<file path="config.mk">
export PLATFORM = sky130hd
export DESIGN_NAME = lzw_front
export DESIGN_NICKNAME = d
export VERILOG_FILES = /design/src/hdl/lzw_pkg.sv /design/src/hdl/lzw_front.sv
export SDC_FILE = /design/constraint.sdc
export NUM_CORES = 1
export LEC_CHECK = 0
export BUFFER_PORTS_ARGS = -buffer_cell sky130_fd_sc_hd__buf_2
export CAP_MARGIN = 20
export CORE_UTILIZATION = 45
export CTS_BUF_LIST = sky130_fd_sc_hd__clkbuf_8
export DETAILED_ROUTE_END_ITERATION = 12
export PLACE_DENSITY_LB_ADDON = 0.3
export SLEW_MARGIN = 20
export SYNTH_ARGS = -nofsm -noshare
export SYNTH_HDL_FRONTEND = slang
export SYNTH_SLANG_ARGS = --single-unit
</file>
<file path="constraint.sdc">
create_clock -name clk -period 6.12 [get_ports clk]
set_clock_uncertainty 0.2 [all_clocks]
set_input_delay 0.918 -clock clk [delete_from_list [all_inputs] [get_ports clk]]
set_output_delay 0.918 -clock clk [all_outputs]
set_load 0.01 [all_outputs]
</file>
<file path="src/hdl/lzw_pkg.sv">
// Package for the LZW stream decoder: widths, sizes, state and command types.
// Depends on nothing; every module of the decoder imports it.
`default_nettype none
package lzw_pkg;
  localparam int CodeWidth  = 10;
  localparam int MaxString  = 31;
  localparam int SlotBytes  = MaxString + 1;
  localparam int LenW       = $clog2(SlotBytes);
  localparam int TableCodes = 1 << CodeWidth;
  localparam int NfcW       = CodeWidth + 1;
  localparam int DictAw     = CodeWidth + LenW;
  localparam int HoldW      = 16;
  localparam int CntW       = 5;
  localparam int QDepth     = 4;
  localparam int QAw        = 2;
  localparam logic [NfcW-1:0] FirstFree = NfcW'(256);

  typedef struct packed {
    logic                 restart;
    logic [CodeWidth-1:0] code;
  } lzw_cmd_t;

  typedef enum logic [2:0] {
    ST_IDLE, ST_READ, ST_COPY, ST_TAIL, ST_EMIT
  } lzw_state_t;
endpackage
`default_nettype wire

</file>
<file path="src/hdl/lzw_front.sv">
// Front end: takes packed bytes, unpacks 10-bit codes MSB first, queues them.
// Depends on lzw_pkg.
`default_nettype none
module lzw_front import lzw_pkg::*; (
  input  wire logic       clk,
  input  wire logic       rst_n,
  input  wire logic       in_push,
  output logic            in_full,
  input  wire logic [7:0] in_data_byte,
  input  wire logic       in_stream_start,
  output logic            cmd_valid,
  output lzw_cmd_t        cmd,
  input  wire logic       cmd_take
);
  logic [HoldW-1:0] hold_r, hold_nxt;
  logic [CntW-1:0]  cnt_r, cnt_nxt;
  logic             rst_pend_r, rst_pend_nxt;
  lzw_cmd_t         q_r [QDepth];
  logic [QAw:0]     fill_r;
  logic [QAw-1:0]   wp_r, rp_r;
  logic             acc, emit_code;
  logic [23:0]      wide;
  logic [CntW-1:0]  cnt_tot;
  logic [CodeWidth-1:0] code_w;

  assign in_full = (fill_r == (QAw+1)'(QDepth));
  assign acc     = in_push && !in_full;

  always_comb begin
    logic [HoldW-1:0] h0;
    logic [CntW-1:0]  c0;
    h0 = in_stream_start ? '0 : hold_r;
    c0 = in_stream_start ? '0 : cnt_r;
    wide     = {h0, in_data_byte};
    cnt_tot  = c0 + CntW'(8);
    emit_code = cnt_tot >= CntW'(CodeWidth);
    code_w   = CodeWidth'(wide >> (cnt_tot - CntW'(CodeWidth)));
    hold_nxt = hold_r;
    cnt_nxt  = cnt_r;
    rst_pend_nxt = rst_pend_r;
    if (acc) begin
      if (emit_code) begin
        cnt_nxt  = cnt_tot - CntW'(CodeWidth);
        hold_nxt = HoldW'(wide) & ((HoldW'(1) << cnt_nxt) - HoldW'(1));
        rst_pend_nxt = 1'b0;
      end else begin
        cnt_nxt  = cnt_tot;
        hold_nxt = HoldW'(wide);
        rst_pend_nxt = rst_pend_r | in_stream_start;
      end
    end
  end

  always_ff @(posedge clk) begin
    if (!rst_n) begin
      hold_r <= '0; cnt_r <= '0; rst_pend_r <= 1'b0;
      fill_r <= '0; wp_r <= '0; rp_r <= '0;
    end else begin
      hold_r <= hold_nxt; cnt_r <= cnt_nxt; rst_pend_r <= rst_pend_nxt;
      if (acc && emit_code) wp_r <= wp_r + QAw'(1);
      if (cmd_take) rp_r <= rp_r + QAw'(1);
      fill_r <= fill_r + (QAw+1)'(acc && emit_code) - (QAw+1)'(cmd_take);
    end
  end

  always_ff @(posedge clk) begin
    if (acc && emit_code) begin
      q_r[wp_r].restart <= rst_pend_r | in_stream_start;
      q_r[wp_r].code    <= code_w;
    end
  end

  assign cmd_valid = fill_r != '0;
  assign cmd       = q_r[rp_r];
endmodule
`default_nettype wire

</file>
### Word level (Yosys, flattened, before mapping)

Memories as Yosys holds them, arrays and structs flattened. A register that Yosys moved wholly into a read port is not among the register bits.
Cells that the tools add are included.

| operators by class | value |
|---|---|
| eq/ne operators | 1 |
| bitwise operators | 2 |
| shift operators | 2 |
| reduce and logical (&&, ||, !) cells | 4 |
| order comparisons | 1 |
| $add $sub $neg | 7 |
| mux-type cells | 9 |
| multipliers | 0 |
| div/mod/pow operators | 0 |

Operator list:

| cell | number |
|---|---|
| 16-bit two-way mux | 2 |
| 24-bit by 5-bit right shift with 10-bit output | 1 |
| 16-bit AND | 1 |
| 1-bit by 5-bit << shifter with 16-bit output, first input constant | 1 |
| 16-bit by 1-bit subtractor with 16-bit output, second input constant | 1 |
| 5-bit two-way mux | 2 |
| 5-bit by 4-bit adder with 5-bit output, second input constant | 1 |
| 5-bit by 4-bit greater-or-equal comparator with 1-bit output, second input constant | 1 |
| 5-bit by 4-bit subtractor with 5-bit output, second input constant | 1 |
| 2-bit by 1-bit adder with 2-bit output, second input constant | 2 |
| 2-bit two-way mux | 2 |
| 3-bit by 1-bit adder with 3-bit output | 1 |
| 3-bit == test, second input constant | 1 |
| 1-bit two-way mux | 3 |
| 3-bit nonzero test | 1 |
| 3-bit by 1-bit subtractor with 3-bit output | 1 |
| 1-bit logical AND | 2 |
| 1-bit logical NOT | 1 |
| 1-bit OR | 1 |

| word-level totals | value |
|---|---|
| register bits | 29 |
| memory bits (writable) | 44 |
| output and inout port bits | 13 |
| latch bits | 0 |
| memories kept | 1 |
| ROM bits | 0 |

Memories:

| name | words | width | read ports | clocked after memory_dff | write ports | line | text |
|---|---|---|---|---|---|---|---|
| q_r | 4 | 11 | 1 | 1 | 1 | lzw_front.sv:18 | `lzw_cmd_t q_r [QDepth];` |

### Logic depth before layout (Yosys ltp)

| depth | value |
|---|---|
| depth in word-level cells | 7 |
| mapped depth | 17 |

### Worst setup path before layout

OpenSTA, ideal clock, no wires.

| path | value |
|---|---|
| path type | in2reg |
| start point | input port in_stream_start |
| end point | register fill_r[2] |
| path slack | 2.039 ns |
| data arrival time | 3.753 ns |
| stages on the path | 17 |
| cell sequence | buf_4 clkinv_1 clkbuf_1 nand2_1 ha_1 buf_4 a22o_1 nor2_2 inv_1 ha_1 inv_1 ha_1 inv_1 fa_1 xor2_1 xnor2_1 nor2_1 |

| on the way | value |
|---|---|
| cells in the longest elaborated chain, start to end | 6 |

RTL lines:

| element | line | text |
|---|---|---|
| from (decl) | lzw_front.sv:10 | `input wire logic in_stream_start,` |
| 5-bit two-way mux | lzw_front.sv:33 | `c0 = in_stream_start ? '0 : cnt_r;` |
| 5-bit by 4-bit adder with 5-bit output | lzw_front.sv:35 | `cnt_tot = c0 + CntW'(8);` |
| 5-bit by 4-bit greater-or-equal comparator with 1-bit output | lzw_front.sv:36 | `emit_code = cnt_tot >= CntW'(CodeWidth);` |
| 1-bit logical AND | lzw_front.sv:62 | `fill_r <= fill_r + (QAw+1)'(acc && emit_code) - (QAw+1)'(cmd_take);` |
| 3-bit by 1-bit adder with 3-bit output | lzw_front.sv:62 |  |
| 3-bit by 1-bit subtractor with 3-bit output | lzw_front.sv:62 |  |
| to (signal assigned) | lzw_front.sv:62 |  |
| to (decl) | lzw_front.sv:19 | `logic [QAw:0] fill_r;` |

No other way between the ends.
A chain may end at the register's enable or synchronous reset.

### Worst setup path after layout

| path | value |
|---|---|
| start point | input port in_stream_start |
| end point | register hold_r[10] |

| on the way | value |
|---|---|
| cells in the longest elaborated chain, start to end | 7 |
| elaborated cells on any way between the ends | 9 |
| those cells by class | 3 x add/sub; 1 x order compare; 1 x shift; 3 x mux; 1 x bitwise |

RTL lines:

| element | line | text |
|---|---|---|
| 5-bit two-way mux | lzw_front.sv:33 |  |
| 5-bit by 4-bit adder with 5-bit output | lzw_front.sv:35 |  |
| 5-bit by 4-bit subtractor with 5-bit output | lzw_front.sv:43 | `cnt_nxt = cnt_tot - CntW'(CodeWidth);` |
| 1-bit by 5-bit << shifter with 16-bit output | lzw_front.sv:44 | `hold_nxt = HoldW'(wide) & ((HoldW'(1) << cnt_nxt) - HoldW'(1));` |
| 16-bit by 1-bit subtractor with 16-bit output | lzw_front.sv:44 |  |
| 16-bit AND | lzw_front.sv:44 |  |
| 16-bit two-way mux * | lzw_front.sv:42 | `if (emit_code) begin` |
| to (signal assigned) | lzw_front.sv:59 | `hold_r <= hold_nxt; cnt_r <= cnt_nxt; rst_pend_r <= rst_pend_nxt;` |
| to (decl) | lzw_front.sv:15 | `logic [HoldW-1:0] hold_r, hold_nxt;` |

Mark *: on every way between the ends. The rest lies on a longest branch, timed or not.

==> results.txt <==
Cell variety after synth = 67
First-pass GRT wire length = 17400 um
Most numerous cell in the Yosys netlist = nand2_1
Worst-Margin Slew = 896 ps
Setup TNS = 0 ps
N_diodes = 0
Slowest cell on the critical path = or4_4
Critical path buffers and inverters = 4
Via density = 5.94
Gpl congestion = 0.923
Most area-consuming cells after synthesis = edfxtp_1 30%, dfxtp_1 14%, mux4_2 8.6%
Hold-fix buffers, CTS = 0
Slew Viols, Final = 0
Register bit total from synthesis = 75
Setup bufs post-CTS = 0
Largest net degree at the start of global routing = 31
H-tree levels = 3
Dpl hpwl = 7620 um
Critical path class = input port to flip-flop
Max Root-Sink Buffers = 2
Die Width = 102 um
Final ANT Viol Nets = 0
Grt ovf = 0
Async S/R FF share, synth = 0%
Min Tclk post-route = 4350 ps
Synth top cells by count = 50 x nand2_1, 44 x edfxtp_1, 31 x dfxtp_1
Top-area cell type share of the netlist area = 29.6%
Routed via count = 3467
CTS tree = yes
F_max = 230 MHz
Crit path DAT = 4450 ps
Area delta synth->final = 8.03%
Root Buffer = clkbuf_8
Synthesized Nets = 459
Initial antenna violation count = 0
Crit-path max FO = 29
Critical Path Max Stage Delay = 530 ps
Synthesized area = 0.00447 mm2
Tot GR Track Use = 22.4%
Mux share of post-synthesis cell area = 14.8%
Synth Area in XOR/XNOR = 2.55%
CP delay by family, top = simple AND/OR/NAND/NOR gates
Min setup slack post-route = 1770 ps
Rows = 36
P_leak = 1.72 nW
Avg WL per Cell = 18.8 um
Crit path launch type = input port
Main flop type after synthesis = edfxtp_1
Die area = 0.0103 mm2
CTS Buf Count = 9
Drt first pass iters = 5
# IOs = 26
Post-route clock period utilization = 71.1%
Cell taking the most area after synthesis = edfxtp_1
Port bufs = 25
Total clock sinks = 75
Power Total = 1.41 mW
Initial DRC count = 213
Largest family of logic cells by synthesized area = simple AND/OR/NAND/NOR gates
Avg Inst Size Synth = 10.2 um2
Final core utilization = 49.9%
DRC Markers = 0
IR drop worst, VDD = 0.122 mV
RSZ-0062 raised after global routing = no
Post-cts repair resize count = 0
Mapped Cells = 437
Worst rel slew slack = 40.3%
Vias in the first global route = 3232
Max Cap Viol = 0
Clk_lat worst skew = 360 ps
Power per Cell Area = 291 mW/mm2
Nets = 468
Status = complete, no violations
Adder-Cell Fraction of Synth Area = 2.69%
Clk slew on worst S/H paths = 80 ps
CP Cell Sequence = buf_2 > nor2b_1 > inv_2 > ha_1 > buf_4 > inv_1 > nor3_1 > nand2_1 > ha_1 > o31a_1 > and2_4 > or4_4 > o211ai_2
Layout cell share with drive strength beyond 1 = 18.8%
Post-synthesis compound-gate area fraction = 15.1%
Hold Path Class = flip-flop to flip-flop
Seq/Total Area, Yosys = 43.4%
Starting density of the core = 46.2%
Simple-Gate Fraction of Synth Area = 16.8%
Synth warnings = 0
CP required = 6210 ps
Fin. Hold Viols = 0
Place WS = 1450 ps
Critical Path End Type = flip-flop
Finish-stage setup viols = 0
Most used cell, CP = ha_1
Final WL = 11000 um
Area of the core = 0.00968 mm2
Die height = 102 um
Post-synth EDFFs = 44
worst reg2reg max path, stage by stage, from the launching register on:
cell and delay, ps:
dfxtp_1 320, buf_4 320, nor2b_1 450, inv_2 180, ha_1 320, buf_4 290
inv_1 370, nor3_1 380, nand2_1 140, ha_1 240, o31a_1 200, and2_4 180
or4_4 530, o211ai_2 70
path summary, 6_finish.rpt:
check                                      from         end  slack [ps]  cells past startpoint
worst min register to register       hold_r[11]  hold_r[11]         290                      2
worst max-delay path            in_stream_start  hold_r[10]        1770                     13
worst min-delay path                 hold_r[11]  hold_r[11]         290                      2
worst max register to register         cnt_r[1]  hold_r[10]        1870                     13
cell usage in the layout (no fill, tap or decap), types with 11 or more instances in the layout:
cell type / netlist / routed
nand2_1: 50 / 50
edfxtp_1: 44 / 44
dfxtp_1: 31 / 31
nor2_1: 26 / 26
buf_2: 8 / 25
a21oi_1: 24 / 24
nand3_1: 22 / 22
o21ai_0: 22 / 22
mux2i_1: 19 / 19
mux4_2: 17 / 17
and3_1: 11 / 11
kinds of logic (layout without fill, tap and decap cells):
logic type / after synthesis / after routing
xor+xnor: 10 / 10
fa+ha+maj: 9 / 9
mux: 44 / 44
flops: 75 / 75
buf+inv: 45 / 59
simple gates: 153 / 153
compound gates: 101 / 101
metrics by stage:
step | area (um2) | hold WS, ps | instances
2_1_floorplan | 4470 | 252 | 437
3_3_place_gp | 4650 | 276 | 568
3_5_place_dp | 4650 | 279 | 568
4_1_cts | 4830 | 289 | 584
5_1_grt | 4830 | 322 | 584
6_report | 4830 | 294 | 584
state kept, by name (all words and copies together), names as in the netlist, named ones only:
| name | cells |
|---|---|
| rp_r | 2 |
| wp_r | 2 |
| hold_r | 16 |
| cnt_r | 5 |
| fill_r | 3 |
| q_r | 44 |
| rst_pend_r | 1 |
where the power goes:
group	internal (mW)	leakage [nW]	switching, mW	total (mW)
logic	0.167	0.952	0.265	0.433
clock network	0.158	0.0901	0.193	0.351
registers	0.576	0.681	0.0456	0.622
per-layer routing:
layer,vias up,share of wire (%),GRT usage [%]
met1,1681,45,29.5
li1,1666,-,-
met2,96,48,35.9
met5,-,0,0
met4,0,2.5,10.1
met3,24,4.0,3.86
cell type report:
type | instances | area [um2]
Sequential cell | 75 | 1940
Tap cell | 133 | 166
Timing Repair Buffer | 32 | 178
Clock inverter | 6 | 41.3
Fill cell | 916 | 4850
Multi-Input combinational cell | 317 | 2320
Clock buffer | 10 | 138
Inverter | 11 | 41.3
No activity file was read; power rests on OpenSTA's default activity.
